<file path="src/hw/rtl/ctsp_pkg.sv">
`timescale 1ns / 1ps
package ctsp_pkg;

    localparam int TXID_BYTES = 32;
    localparam int MAX_RESULTS = 3;
    localparam logic [7:0] MIN_TX_RESET = 8'd60;

    typedef enum logic [4:0] {
        PH_VERSION, PH_MARKER, PH_FLAG, PH_INCOUNT, PH_TXID, PH_PREVIDX,
        PH_SIGLEN, PH_SIGSKIP, PH_SEQ, PH_OUTCOUNT, PH_AMOUNT, PH_PKLEN,
        PH_PKSKIP, PH_WITCOUNT, PH_WITLEN, PH_WITSKIP, PH_LOCKTIME, PH_TRAIL,
        PH_ERROR
    } t_phase;

    typedef enum logic [3:0] {
        K_VERSION, K_WITNESS, K_INCOUNT, K_TXID, K_PREVIDX, K_SIGLEN, K_SEQ,
        K_OUTCOUNT, K_AMOUNT, K_PKLEN, K_WITCOUNT, K_WITLEN, K_LOCKTIME,
        K_DONE, K_ERROR
    } t_kind;

    typedef enum logic [2:0] {
        E_NONE, E_SHORT, E_EARLY, E_TRAILING, E_TOO_LARGE
    } t_err;

    typedef struct packed {
        logic [7:0] data_byte;
        logic       end_of_tx;
    } t_in_item;

    typedef struct packed {
        t_kind       field_kind;
        logic [63:0] field_value;
        logic [31:0] entry_number;
        logic [4:0]  byte_position;
        t_err        error_code;
        logic        run_last;
    } t_out_item;

    // all results caused by one byte
    typedef struct packed {
        logic [1:0]                       count;
        t_out_item [MAX_RESULTS-1:0]      items;
    } t_bundle;

endpackage

</file>
<file path="src/hw/rtl/ctsp_front.sv">
`timescale 1ns / 1ps
module ctsp_front #(
    parameter int COUNT_WIDTH = 32
) (
    input  logic              i_clk,
    input  logic              i_rst_n,
    input  logic              i_valid,
    output logic              o_ready,
    input  ctsp_pkg::t_in_item i_data,
    input  logic              i_cfg_we,
    input  logic [7:0]        i_cfg_data,
    input  logic              i_q_ready,
    output logic              o_push,
    output ctsp_pkg::t_bundle o_bundle
);

    localparam int CW = COUNT_WIDTH;
    localparam logic [5:0] TXID_LAST = 6'(ctsp_pkg::TXID_BYTES - 1);

    ctsp_pkg::t_phase r_phase, n_phase;
    logic [5:0]    r_fbc, n_fbc;
    logic [63:0]   r_acc, n_acc;
    logic [3:0]    r_vw, n_vw;
    logic [31:0]   r_total, n_total;
    logic [CW-1:0] r_in_tot, n_in_tot;
    logic [CW-1:0] r_cur, n_cur;
    logic [CW-1:0] r_out_tot, n_out_tot;
    logic [CW-1:0] r_skip, n_skip;
    logic [CW-1:0] r_wleft, n_wleft;
    logic [CW-1:0] r_witem, n_witem;
    logic          r_wpres, n_wpres;
    logic          r_pend, n_pend;
    logic [7:0]    r_min;

    logic                       accept;
    logic [7:0]                 b;
    ctsp_pkg::t_phase           ep;
    logic                       vdone;
    logic [63:0]                vacc;
    logic [5:0]                 vfbc;
    logic [3:0]                 vvw;
    logic                       vfits;
    logic [CW-1:0]              vcnt;
    logic [63:0]                facc;
    logic [5:0]                 finc;
    logic [CW-1:0]              cur_inc;
    logic [CW-1:0]              skip_dec;
    logic                       e_valid [4];
    ctsp_pkg::t_out_item        e_item  [4];
    logic [1:0]                 slot;

    function automatic ctsp_pkg::t_out_item mk(ctsp_pkg::t_kind k, logic [63:0] v,
                                               logic [31:0] ent, logic [4:0] pos,
                                               ctsp_pkg::t_err err);
        ctsp_pkg::t_out_item it;
        it.field_kind    = k;
        it.field_value   = v;
        it.entry_number  = ent;
        it.byte_position = pos;
        it.error_code    = err;
        it.run_last      = 1'b0;
        return it;
    endfunction

    assign o_ready = i_q_ready;
    assign accept  = i_valid && i_q_ready;
    assign b       = i_data.data_byte;

    // CompactSize and fixed-width field assembly
    always_comb begin
        vacc  = r_acc;
        vfbc  = r_fbc;
        vvw   = r_vw;
        vdone = 1'b0;
        if (r_fbc == 6'd0) begin
            if (b < 8'hFD) begin
                vacc  = {56'd0, b};
                vdone = 1'b1;
            end else begin
                vvw  = (b == 8'hFD) ? 4'd2 : (b == 8'hFE) ? 4'd4 : 4'd8;
                vacc = 64'd0;
                vfbc = 6'd1;
            end
        end else begin
            vacc = r_acc | ({56'd0, b} << {(r_fbc[2:0] - 3'd1), 3'b000});
            vfbc = r_fbc + 6'd1;
            if (r_fbc >= {2'b00, r_vw}) begin
                vdone = 1'b1;
                vfbc  = 6'd0;
            end
        end
        vfits = (CW >= 64) ? 1'b1 : ((vacc >> CW) == 64'd0);
        vcnt  = CW'(vacc);
        facc  = ((r_fbc == 6'd0) ? 64'd0 : r_acc) | ({56'd0, b} << {r_fbc[2:0], 3'b000});
        finc  = r_fbc + 6'd1;
    end

    assign cur_inc  = r_cur + CW'(1);
    assign skip_dec = r_skip - CW'(1);

    // next state and results for one byte
    always_comb begin
        n_phase   = r_phase;
        n_fbc     = r_fbc;
        n_acc     = r_acc;
        n_vw      = r_vw;
        n_in_tot  = r_in_tot;
        n_cur     = r_cur;
        n_out_tot = r_out_tot;
        n_skip    = r_skip;
        n_wleft   = r_wleft;
        n_witem   = r_witem;
        n_wpres   = r_wpres;
        n_pend    = r_pend;
        n_total   = (r_total == 32'hFFFF_FFFF) ? r_total : r_total + 32'd1;
        for (int i = 0; i < 4; i++) begin
            e_valid[i] = 1'b0;
            e_item[i]  = mk(ctsp_pkg::K_VERSION, 64'd0, 32'd0, 5'd0, ctsp_pkg::E_NONE);
        end

        // redirect marker and flag bytes that turn out to be counts
        ep = r_phase;
        if (r_phase == ctsp_pkg::PH_MARKER && b != 8'd0) begin
            ep      = ctsp_pkg::PH_INCOUNT;
            n_phase = ctsp_pkg::PH_INCOUNT;
        end
        if (r_phase == ctsp_pkg::PH_FLAG && b != 8'd1) begin
            ep       = ctsp_pkg::PH_OUTCOUNT;
            n_phase  = ctsp_pkg::PH_OUTCOUNT;
            n_pend   = 1'b0;
            n_in_tot = '0;
            e_valid[0] = 1'b1;
            e_item[0]  = mk(ctsp_pkg::K_INCOUNT, 64'd0, 32'd0, 5'd0, ctsp_pkg::E_NONE);
        end

        case (ep)
            ctsp_pkg::PH_VERSION, ctsp_pkg::PH_PREVIDX, ctsp_pkg::PH_SEQ,
            ctsp_pkg::PH_AMOUNT, ctsp_pkg::PH_LOCKTIME: begin
                n_acc = facc;
                n_fbc = finc;
                if (finc >= ((ep == ctsp_pkg::PH_AMOUNT) ? 6'd8 : 6'd4)) begin
                    n_fbc = 6'd0;
                    e_valid[1] = 1'b1;
                    case (ep)
                        ctsp_pkg::PH_VERSION: begin
                            e_item[1] = mk(ctsp_pkg::K_VERSION, facc, 32'd0, 5'd0,
                                           ctsp_pkg::E_NONE);
                            n_phase = ctsp_pkg::PH_MARKER;
                        end
                        ctsp_pkg::PH_PREVIDX: begin
                            e_item[1] = mk(ctsp_pkg::K_PREVIDX, facc, 32'(r_cur), 5'd0,
                                           ctsp_pkg::E_NONE);
                            n_phase = ctsp_pkg::PH_SIGLEN;
                        end
                        ctsp_pkg::PH_SEQ: begin
                            e_item[1] = mk(ctsp_pkg::K_SEQ, facc, 32'(r_cur), 5'd0,
                                           ctsp_pkg::E_NONE);
                            if (cur_inc >= r_in_tot) begin
                                n_cur   = '0;
                                n_phase = ctsp_pkg::PH_OUTCOUNT;
                            end else begin
                                n_cur   = cur_inc;
                                n_phase = ctsp_pkg::PH_TXID;
                            end
                        end
                        ctsp_pkg::PH_AMOUNT: begin
                            e_item[1] = mk(ctsp_pkg::K_AMOUNT, facc, 32'(r_cur), 5'd0,
                                           ctsp_pkg::E_NONE);
                            n_phase = ctsp_pkg::PH_PKLEN;
                        end
                        default: begin
                            e_item[1] = mk(ctsp_pkg::K_LOCKTIME, facc, 32'd0, 5'd0,
                                           ctsp_pkg::E_NONE);
                            n_phase = ctsp_pkg::PH_TRAIL;
                        end
                    endcase
                end
            end
            ctsp_pkg::PH_MARKER: begin
                n_pend  = 1'b1;
                n_phase = ctsp_pkg::PH_FLAG;
            end
            ctsp_pkg::PH_FLAG: begin
                n_pend     = 1'b0;
                n_wpres    = 1'b1;
                e_valid[1] = 1'b1;
                e_item[1]  = mk(ctsp_pkg::K_WITNESS, 64'd1, 32'd0, 5'd0, ctsp_pkg::E_NONE);
                n_phase    = ctsp_pkg::PH_INCOUNT;
            end
            ctsp_pkg::PH_TXID: begin
                e_valid[1] = 1'b1;
                e_item[1]  = mk(ctsp_pkg::K_TXID, {56'd0, b}, 32'(r_cur),
                                5'(TXID_LAST - r_fbc), ctsp_pkg::E_NONE);
                n_fbc = finc;
                if (finc >= 6'(ctsp_pkg::TXID_BYTES)) begin
                    n_fbc   = 6'd0;
                    n_phase = ctsp_pkg::PH_PREVIDX;
                end
            end
            ctsp_pkg::PH_INCOUNT, ctsp_pkg::PH_SIGLEN, ctsp_pkg::PH_OUTCOUNT,
            ctsp_pkg::PH_PKLEN, ctsp_pkg::PH_WITCOUNT, ctsp_pkg::PH_WITLEN: begin
                n_acc = vacc;
                n_fbc = vfbc;
                n_vw  = vvw;
                if (vdone) begin
                    e_valid[1] = 1'b1;
                    if (!vfits) begin
                        e_item[1] = mk(ctsp_pkg::K_ERROR, {32'd0, n_total}, 32'd0, 5'd0,
                                       ctsp_pkg::E_TOO_LARGE);
                        n_phase = ctsp_pkg::PH_ERROR;
                    end else begin
                        case (ep)
                            ctsp_pkg::PH_INCOUNT: begin
                                e_item[1] = mk(ctsp_pkg::K_INCOUNT, vacc, 32'd0, 5'd0,
                                               ctsp_pkg::E_NONE);
                                n_in_tot = vcnt;
                                n_cur    = '0;
                                n_phase  = (vcnt == '0) ? ctsp_pkg::PH_OUTCOUNT
                                                        : ctsp_pkg::PH_TXID;
                            end
                            ctsp_pkg::PH_SIGLEN: begin
                                e_item[1] = mk(ctsp_pkg::K_SIGLEN, vacc, 32'(r_cur), 5'd0,
                                               ctsp_pkg::E_NONE);
                                n_skip  = vcnt;
                                n_phase = (vcnt == '0) ? ctsp_pkg::PH_SEQ
                                                       : ctsp_pkg::PH_SIGSKIP;
                            end
                            ctsp_pkg::PH_OUTCOUNT: begin
                                e_item[1] = mk(ctsp_pkg::K_OUTCOUNT, vacc, 32'd0, 5'd0,
                                               ctsp_pkg::E_NONE);
                                n_out_tot = vcnt;
                                n_cur     = '0;
                                if (vcnt == '0) begin
                                    n_phase = (n_wpres && n_in_tot != '0)
                                              ? ctsp_pkg::PH_WITCOUNT
                                              : ctsp_pkg::PH_LOCKTIME;
                                end else begin
                                    n_phase = ctsp_pkg::PH_AMOUNT;
                                end
                            end
                            ctsp_pkg::PH_PKLEN: begin
                                e_item[1] = mk(ctsp_pkg::K_PKLEN, vacc, 32'(r_cur), 5'd0,
                                               ctsp_pkg::E_NONE);
                                n_skip = vcnt;
                                if (vcnt != '0) begin
                                    n_phase = ctsp_pkg::PH_PKSKIP;
                                end else if (cur_inc >= r_out_tot) begin
                                    n_cur   = '0;
                                    n_phase = (r_wpres && r_in_tot != '0)
                                              ? ctsp_pkg::PH_WITCOUNT
                                              : ctsp_pkg::PH_LOCKTIME;
                                end else begin
                                    n_cur   = cur_inc;
                                    n_phase = ctsp_pkg::PH_AMOUNT;
                                end
                            end
                            ctsp_pkg::PH_WITCOUNT: begin
                                e_item[1] = mk(ctsp_pkg::K_WITCOUNT, vacc, 32'(r_cur), 5'd0,
                                               ctsp_pkg::E_NONE);
                                n_wleft = vcnt;
                                n_witem = '0;
                                if (vcnt != '0) begin
                                    n_phase = ctsp_pkg::PH_WITLEN;
                                end else begin
                                    n_cur   = cur_inc;
                                    n_phase = (cur_inc >= r_in_tot) ? ctsp_pkg::PH_LOCKTIME
                                                                    : ctsp_pkg::PH_WITCOUNT;
                                end
                            end
                            default: begin
                                e_item[1] = mk(ctsp_pkg::K_WITLEN, vacc, 32'(r_witem), 5'd0,
                                               ctsp_pkg::E_NONE);
                                n_witem = r_witem + CW'(1);
                                n_wleft = r_wleft - CW'(1);
                                n_skip  = vcnt;
                                if (vcnt != '0) begin
                                    n_phase = ctsp_pkg::PH_WITSKIP;
                                end else if (n_wleft != '0) begin
                                    n_phase = ctsp_pkg::PH_WITLEN;
                                end else begin
                                    n_cur   = cur_inc;
                                    n_phase = (cur_inc >= r_in_tot) ? ctsp_pkg::PH_LOCKTIME
                                                                    : ctsp_pkg::PH_WITCOUNT;
                                end
                            end
                        endcase
                    end
                end
            end
            ctsp_pkg::PH_SIGSKIP: begin
                n_skip = skip_dec;
                if (skip_dec == '0) begin
                    n_phase = ctsp_pkg::PH_SEQ;
                end
            end
            ctsp_pkg::PH_PKSKIP: begin
                n_skip = skip_dec;
                if (skip_dec == '0) begin
                    if (cur_inc >= r_out_tot) begin
                        n_cur   = '0;
                        n_phase = (r_wpres && r_in_tot != '0) ? ctsp_pkg::PH_WITCOUNT
                                                              : ctsp_pkg::PH_LOCKTIME;
                    end else begin
                        n_cur   = cur_inc;
                        n_phase = ctsp_pkg::PH_AMOUNT;
                    end
                end
            end
            ctsp_pkg::PH_WITSKIP: begin
                n_skip = skip_dec;
                if (skip_dec == '0) begin
                    if (r_wleft != '0) begin
                        n_phase = ctsp_pkg::PH_WITLEN;
                    end else begin
                        n_cur   = cur_inc;
                        n_phase = (cur_inc >= r_in_tot) ? ctsp_pkg::PH_LOCKTIME
                                                        : ctsp_pkg::PH_WITCOUNT;
                    end
                end
            end
            default: begin
            end
        endcase

        // end of transaction: pending zero count, then the end result
        if (i_data.end_of_tx) begin
            if (r_phase != ctsp_pkg::PH_ERROR && n_phase != ctsp_pkg::PH_ERROR) begin
                if (n_phase == ctsp_pkg::PH_FLAG && n_pend) begin
                    e_valid[2] = 1'b1;
                    e_item[2]  = mk(ctsp_pkg::K_INCOUNT, 64'd0, 32'd0, 5'd0,
                                    ctsp_pkg::E_NONE);
                end
                e_valid[3] = 1'b1;
                if (n_total < {24'd0, r_min}) begin
                    e_item[3] = mk(ctsp_pkg::K_ERROR, {32'd0, n_total}, 32'd0, 5'd0,
                                   ctsp_pkg::E_SHORT);
                end else if (r_phase == ctsp_pkg::PH_TRAIL) begin
                    e_item[3] = mk(ctsp_pkg::K_ERROR, {32'd0, n_total}, 32'd0, 5'd0,
                                   ctsp_pkg::E_TRAILING);
                end else if (n_phase != ctsp_pkg::PH_TRAIL) begin
                    e_item[3] = mk(ctsp_pkg::K_ERROR, {32'd0, n_total}, 32'd0, 5'd0,
                                   ctsp_pkg::E_EARLY);
                end else begin
                    e_item[3] = mk(ctsp_pkg::K_DONE, {32'd0, n_total}, 32'd0, 5'd0,
                                   ctsp_pkg::E_NONE);
                end
            end
            n_phase   = ctsp_pkg::PH_VERSION;
            n_fbc     = '0;
            n_acc     = '0;
            n_vw      = '0;
            n_total   = '0;
            n_in_tot  = '0;
            n_cur     = '0;
            n_out_tot = '0;
            n_skip    = '0;
            n_wleft   = '0;
            n_witem   = '0;
            n_wpres   = 1'b0;
            n_pend    = 1'b0;
        end

        // pack results in order, mark the last one
        slot = 2'd0;
        o_bundle.items = '0;
        for (int i = 0; i < 4; i++) begin
            if (e_valid[i] && slot < 2'(ctsp_pkg::MAX_RESULTS)) begin
                o_bundle.items[slot] = e_item[i];
                slot = slot + 2'd1;
            end
        end
        if (slot != 2'd0) begin
            o_bundle.items[slot - 2'd1].run_last = 1'b1;
        end
        o_bundle.count = slot;
        o_push = accept && (slot != 2'd0);
    end

    // hold parser state between beats
    always_ff @(posedge i_clk) begin
        if (!i_rst_n) begin
            r_phase   <= ctsp_pkg::PH_VERSION;
            r_fbc     <= '0;
            r_acc     <= '0;
            r_vw      <= '0;
            r_total   <= '0;
            r_in_tot  <= '0;
            r_cur     <= '0;
            r_out_tot <= '0;
            r_skip    <= '0;
            r_wleft   <= '0;
            r_witem   <= '0;
            r_wpres   <= 1'b0;
            r_pend    <= 1'b0;
            r_min     <= ctsp_pkg::MIN_TX_RESET;
        end else begin
            if (i_cfg_we) begin
                r_min <= i_cfg_data;
            end
            if (accept) begin
                r_phase   <= n_phase;
                r_fbc     <= n_fbc;
                r_acc     <= n_acc;
                r_vw      <= n_vw;
                r_total   <= n_total;
                r_in_tot  <= n_in_tot;
                r_cur     <= n_cur;
                r_out_tot <= n_out_tot;
                r_skip    <= n_skip;
                r_wleft   <= n_wleft;
                r_witem   <= n_witem;
                r_wpres   <= n_wpres;
                r_pend    <= n_pend;
            end
        end
    end

endmodule

</file>
<file path="src/hw/rtl/ctsp_queue.sv">
`timescale 1ns / 1ps
module ctsp_queue (
    input  logic              i_clk,
    input  logic              i_rst_n,
    input  logic              i_push,
    input  ctsp_pkg::t_bundle i_bundle,
    output logic              o_ready,
    input  logic              i_pop,
    output logic              o_valid,
    output ctsp_pkg::t_bundle o_bundle
);

    localparam int Depth = 4;

    ctsp_pkg::t_bundle r_mem [Depth];
    logic [1:0] r_wr, r_rd;
    logic [2:0] r_count;
    logic       do_push, do_pop;

    assign o_ready  = (r_count != 3'(Depth));
    assign o_valid  = (r_count != 3'd0);
    assign o_bundle = r_mem[r_rd];
    assign do_push  = i_push && o_ready;
    assign do_pop   = i_pop && o_valid;

    // store bundles
    always_ff @(posedge i_clk) begin
        if (do_push) begin
            r_mem[r_wr] <= i_bundle;
        end
    end

    // advance pointers and occupancy
    always_ff @(posedge i_clk) begin
        if (!i_rst_n) begin
            r_wr    <= '0;
            r_rd    <= '0;
            r_count <= '0;
        end else begin
            if (do_push) begin
                r_wr <= r_wr + 2'd1;
            end
            if (do_pop) begin
                r_rd <= r_rd + 2'd1;
            end
            r_count <= r_count + 3'(do_push) - 3'(do_pop);
        end
    end

    a_count_bound: assert property (@(posedge i_clk) disable iff (!i_rst_n)
        r_count <= 3'(Depth))
        else $error("queue occupancy above depth");

    a_push_only: assert property (@(posedge i_clk) disable iff (!i_rst_n)
        do_push && !do_pop |=> r_count == $past(r_count) + 3'd1)
        else $error("push lost");

    a_ptr_gap: assert property (@(posedge i_clk) disable iff (!i_rst_n)
        r_count != 3'(Depth) |-> (r_wr - r_rd) == r_count[1:0])
        else $error("pointers disagree with occupancy");

endmodule

</file>
<file path="src/hw/rtl/ctsp_back.sv">
`timescale 1ns / 1ps
module ctsp_back (
    input  logic                i_clk,
    input  logic                i_rst_n,
    input  logic                i_q_valid,
    input  ctsp_pkg::t_bundle   i_bundle,
    output logic                o_pop,
    output logic                o_valid,
    input  logic                i_ready,
    output ctsp_pkg::t_out_item o_data
);

    logic                r_valid;
    ctsp_pkg::t_out_item r_data;
    logic [1:0]          r_idx;
    logic                load;
    logic                last;

    assign load    = i_q_valid && (!r_valid || i_ready);
    assign last    = (r_idx == i_bundle.count - 2'd1);
    assign o_pop   = load && last;
    assign o_valid = r_valid;
    assign o_data  = r_data;

    // present one result per beat
    always_ff @(posedge i_clk) begin
        if (load) begin
            r_data <= i_bundle.items[r_idx];
        end
    end

    always_ff @(posedge i_clk) begin
        if (!i_rst_n) begin
            r_valid <= 1'b0;
            r_idx   <= '0;
        end else begin
            if (load) begin
                r_valid <= 1'b1;
                r_idx   <= last ? 2'd0 : r_idx + 2'd1;
            end else if (i_ready) begin
                r_valid <= 1'b0;
            end
        end
    end

endmodule

</file>
<file path="src/hw/rtl/coin_transaction_stream_parser.sv">
`timescale 1ns / 1ps
// Channel   Direction  Signals                      Beat
// input     in         i_valid, o_ready, i_data     one transaction byte
// output    out        o_valid, i_ready, o_data     one decoded field
// config    in         i_cfg_we, i_cfg_data         min_tx_bytes write
//
// The front parser takes one byte per cycle while the queue has room; each byte yields
// zero to three results. The back end sends one result per cycle while i_ready is high, so
// each result takes its own output beat; a four-entry queue between them absorbs bursts.
// Reset is synchronous, active low; min_tx_bytes returns to 60.
// Input stalls only when the queue is full; output stalls hold the result register.
module coin_transaction_stream_parser #(
    parameter int COUNT_WIDTH = 32
) (
    input  logic                i_clk,
    input  logic                i_rst_n,
    input  logic                i_valid,
    output logic                o_ready,
    input  ctsp_pkg::t_in_item  i_data,
    output logic                o_valid,
    input  logic                i_ready,
    output ctsp_pkg::t_out_item o_data,
    input  logic                i_cfg_we,
    input  logic [7:0]          i_cfg_data
);

    logic              q_ready, push, pop, q_valid;
    ctsp_pkg::t_bundle push_bundle, head_bundle;

    ctsp_front #(.COUNT_WIDTH(COUNT_WIDTH)) u_front (
        .i_clk     (i_clk),
        .i_rst_n   (i_rst_n),
        .i_valid   (i_valid),
        .o_ready   (o_ready),
        .i_data    (i_data),
        .i_cfg_we  (i_cfg_we),
        .i_cfg_data(i_cfg_data),
        .i_q_ready (q_ready),
        .o_push    (push),
        .o_bundle  (push_bundle)
    );

    ctsp_queue u_queue (
        .i_clk   (i_clk),
        .i_rst_n (i_rst_n),
        .i_push  (push),
        .i_bundle(push_bundle),
        .o_ready (q_ready),
        .i_pop   (pop),
        .o_valid (q_valid),
        .o_bundle(head_bundle)
    );

    ctsp_back u_back (
        .i_clk    (i_clk),
        .i_rst_n  (i_rst_n),
        .i_q_valid(q_valid),
        .i_bundle (head_bundle),
        .o_pop    (pop),
        .o_valid  (o_valid),
        .i_ready  (i_ready),
        .o_data   (o_data)
    );

endmodule

</file>
<file path="config.mk">
export PLATFORM = sky130hd
export DESIGN_NAME = coin_transaction_stream_parser
export DESIGN_NICKNAME = d
export VERILOG_FILES = /design/src/hw/rtl/ctsp_pkg.sv /design/src/hw/rtl/ctsp_front.sv /design/src/hw/rtl/ctsp_queue.sv /design/src/hw/rtl/ctsp_back.sv /design/src/hw/rtl/coin_transaction_stream_parser.sv
export SDC_FILE = /design/constraint.sdc
export NUM_CORES = 2
export LEC_CHECK = 0
export ABC_AREA = 1
export BUFFER_PORTS_ARGS = -buffer_cell sky130_fd_sc_hd__buf_2
export CAP_MARGIN = 20
export CORE_UTILIZATION = 39
export CTS_BUF_LIST = sky130_fd_sc_hd__clkbuf_4
export DETAILED_ROUTE_END_ITERATION = 6
export PLACE_DENSITY = 0.57
export SYNTH_ARGS = -nofsm -noshare
export SYNTH_HDL_FRONTEND = slang
export SYNTH_SLANG_ARGS = --single-unit
</file>
<file path="constraint.sdc">
create_clock -name i_clk -period 16.5 [get_ports i_clk]
set_clock_uncertainty 0.05 [all_clocks]
set_input_delay 1.65 -clock i_clk [delete_from_list [all_inputs] [get_ports i_clk]]
set_output_delay 1.65 -clock i_clk [all_outputs]
set_load 0.02 [all_outputs]
</file>
==> results.rst <==
.. list-table::
   :header-rows: 1

   * - Metric
     - Value
   * - Outcome
     - complete, but fails checks
   * - Violated checks
     - design-rule violations
   * - Power Dens Cells
     - 167 nW/µm²
   * - Die W
     - 422 µm
   * - Number of library cell types mapped by synthesis
     - 58
   * - Crit path largest cell delay
     - 0.92 ns
   * - Initial antenna violation count
     - 17
   * - Leakage Power
     - 29.2 nW
   * - Site Rows
     - 153
   * - Largest fanout on the critical path
     - just under 70
   * - Clock transition time at the flip-flop clock pins of the worst setup and hold paths
     - 0.06 ns
   * - Worst Hold Class
     - register to register
   * - I/O pin cnt
     - 133
   * - Startpoint types
     - input port
   * - Async set-or-reset flop fraction in the synthesized netlist
     - 0%
   * - Part of the cycle the worst path needs
     - 59.0%
   * - Final period demand of the worst path
     - 9.74 ns
   * - Total Wirelength
     - around 230000 µm
   * - RSZ-0062 raised after global routing
     - no
   * - Post-layout utilization of the core
     - 44.3%
   * - Minimum hold slack
     - ~0.41 ns
   * - Maximum clock rate
     - 0.103 GHz
   * - Crit Path Category
     - input port to register
   * - Total of max-cap violations
     - 0
   * - Via count of the first global-routing pass
     - 53600
   * - Share of final-layout standard cells stronger than drive strength 1
     - 11.3%
   * - Hold buffer count at cts
     - 0
   * - Number of buffers on the longest clock path
     - 4
   * - Sequential area share after synthesis
     - between 50% and 60%
   * - DR pass1 iterations
     - 7
   * - Clock latency at the later pin of the worst-skew pair
     - 1.39 ns
   * - Startpoint of the worst-slack reg-to-reg timing path
     - u_front.r_phase[2]
   * - CTS tree
     - yes
   * - Most frequent cells in the layout
     - nor2_1 (1259), edfxtp_1 (1141), nand2_1 (1090), o21ai_0 (864), clkbuf_4 (586)
   * - Routed wire per std cell
     - 21.8 µm
   * - Critical register-to-register path endpoint
     - u_queue.r_mem[2][276]
   * - Maximum number of pins on one net before global-route repair
     - between 200 and 250
   * - Routed vias
     - 56700
   * - Fin. max-slew vios
     - 0
   * - Flop-to-flop setup slack
     - 7.01 ns
   * - Register containing the most flip-flops in the final layout
     - u_queue.r_mem
   * - Post-Syn Area per Cell
     - 9.38 µm²
   * - Number of flops mapped to enable cells by yosys
     - around 1100
   * - Vias/cell
     - 5.45
   * - Number of buffers inserted during clock tree synthesis
     - 401
   * - Primary FF master, synth
     - edfxtp_1
   * - Ys Warns
     - 0
   * - Number of gates resized after cts
     - 0
   * - Netlist area before placement
     - between 60000 and 70000 µm²
   * - Area growth from synthesis to layout
     - 12.6%
   * - Drc violations
     - 1
   * - Buffer type at the clock tree root
     - clkbuf_4
   * - Vertical extent of the die
     - roughly 420 µm
   * - R2R cell count
     - 27
   * - Critical path endpoint category
     - register
   * - Final Wtd Congestion
     - 0.968
   * - Origin of the worst min-delay path
     - u_front.r_in_tot[19]
   * - Gate Count Post-Synth
     - approximately 7300
   * - Core area
     - 174000 µm²
   * - Global Route Usage Sum
     - 24.9%
   * - Setup repair bufs after CTS
     - 0
   * - Final Hold Violating Endpoints
     - 0
   * - Number of design-rule violations left by the first detailed-router iteration
     - ~5600
   * - Slew @ Worst Pin
     - 1.14 ns
   * - Half-perimeter wire length after detailed placement
     - between 100000 and 150000 µm
   * - Total number of clock tree sinks
     - 1464
   * - H-tree level count
     - 5
   * - Sum of overflow across all layers after global routing
     - 0
   * - Number of antenna-violating nets in the routed design
     - 0
   * - Worst path slowest cell
     - buf_4
   * - First-pass GRT wire length
     - 338000 µm
   * - Placed Instance Area
     - 72400 µm²
   * - Initial Utilization
     - a little under 40%
   * - Most frequent cell on the critical path
     - nand2_1
   * - End of the worst hold path
     - u_front.r_in_tot[19]
   * - Area of all placed cells without fillers
     - 77300 µm²
   * - Critical path required time
     - ~17 ns
   * - Flip-flop and latch count after synthesis
     - 1464
   * - Worst relative slew slack
     - 24.1%
   * - Data arrival at the endpoint of the critical path
     - between 10 and 15 ns
   * - Number of instances on the worst hold path
     - 2
   * - Count of input and output buffers
     - 132
   * - Max FFs per register
     - 1032
   * - Die outline area
     - about 180000 µm²
   * - Most common library cell in the layout ignoring fill and taps
     - nor2_1
   * - Layout Nets
     - 7902
   * - Final setup violation count
     - 0
   * - Worst IR drop on VDD
     - 0.141 mV
layer usage:
metal	GRT usage (%)	up-vias	wire length [µm]
met5	0	-	52
met4	9.53	6	7270
met3	5.38	419	18600
met2	38.2	2369	102000
met1	34.5	27300	99100
li1	-	26500	-
worst max-delay path by stage:
stage | from | endpoint | cells after the start
5_1_grt | i_data[8] | u_queue.r_mem[2][276] | 29
3_3_place_gp | i_data[5] | u_queue.r_mem[2][171] | 29
3_5_place_dp | i_data[5] | u_queue.r_mem[2][276] | 29
4_1_cts | i_data[5] | u_queue.r_mem[2][276] | 29
6_report | i_data[5] | u_queue.r_mem[2][276] | 29
2_1_floorplan | i_data[1] | u_queue.r_mem[0][0] | 30
Yosys cell counts (9+ instances only):
cell type | n | area (µm²)
edfxtp_1 | 1141 | 34300
a22oi_1 | 44 | 330
nor4_1 | 33 | 206
nor3_1 | 113 | 566
nor2_1 | 1266 | 4750
a211oi_1 | 75 | 563
o32ai_1 | 16 | 140
clkbuf_1 | 346 | 1300
a21oi_1 | 292 | 1460
nand2_1 | 1091 | 4100
nor2_2 | 15 | 93.8
nand3_1 | 167 | 836
ha_1 | 96 | 1200
xor2_1 | 69 | 604
buf_1 | 26 | 97.6
a221oi_1 | 30 | 263
inv_2 | 20 | 75.1
a32o_1 | 18 | 180
a31oi_1 | 79 | 494
inv_1 | 573 | 2150
o21ai_1 | 38 | 190
o211ai_1 | 30 | 225
o221ai_1 | 79 | 692
dfxtp_1 | 323 | 6470
o21ai_0 | 865 | 4330
nand4_1 | 63 | 394
xnor2_1 | 18 | 158
buf_2 | 64 | 320
o22ai_1 | 257 | 1610
nand2_2 | 9 | 56.3
metrics by stage:
step	TNS [ns]	worst slack (ns)	power, mW	cells
after CTS	0	7.05	13.0	10400
after global placement	0	5.61	9.77	9702
after floorplan	-330.90	-0.321	8.27	7597
final	0	6.76	12.9	10400
after detailed placement	0	5.59	9.81	9703
after global routing	0	5.95	13.6	10400
final cells by class:
| cell class | count | area, µm² |
|---|---|---|
| fillers | 16900 | 97100 |
| flip-flops and latches | 1464 | 40700 |
| multi-input cells | 5092 | 25100 |
| clock buffers | 586 | 4400 |
| well taps | 2325 | 2910 |
| inverters | 598 | 2270 |
| repair buffers | 226 | 1510 |
| clock inverters | 86 | 390 |
| diodes | 15 | 37.5 |
where the power goes:
part / internal, mW / switching (mW)
clock network: 1.64 / 1.50
logic: 1.12 / 3.55
registers: 4.87 / 0.221
logic make-up (layout without fill, tap and decap cells):
family          Yosys count  in the layout  synth area share, %
buf+inv                1041           1496                 5.86
compound gates         1849           1849                 15.6
flops                  1464           1464                 59.3
other cells               1            291              0.00546
xor+xnor                 87             87                 1.11
fa+ha+maj                97             97                 1.78
simple gates           2783           2783                 16.3
worst max-delay path, delay by kind of cell:
kind	cells	cell delay [ns]
compound gates	2	0.80
fa+ha+maj	1	0.27
simple gates	18	5.21
buf+inv	8	2.53
No activity file was read; power rests on OpenSTA's default activity.
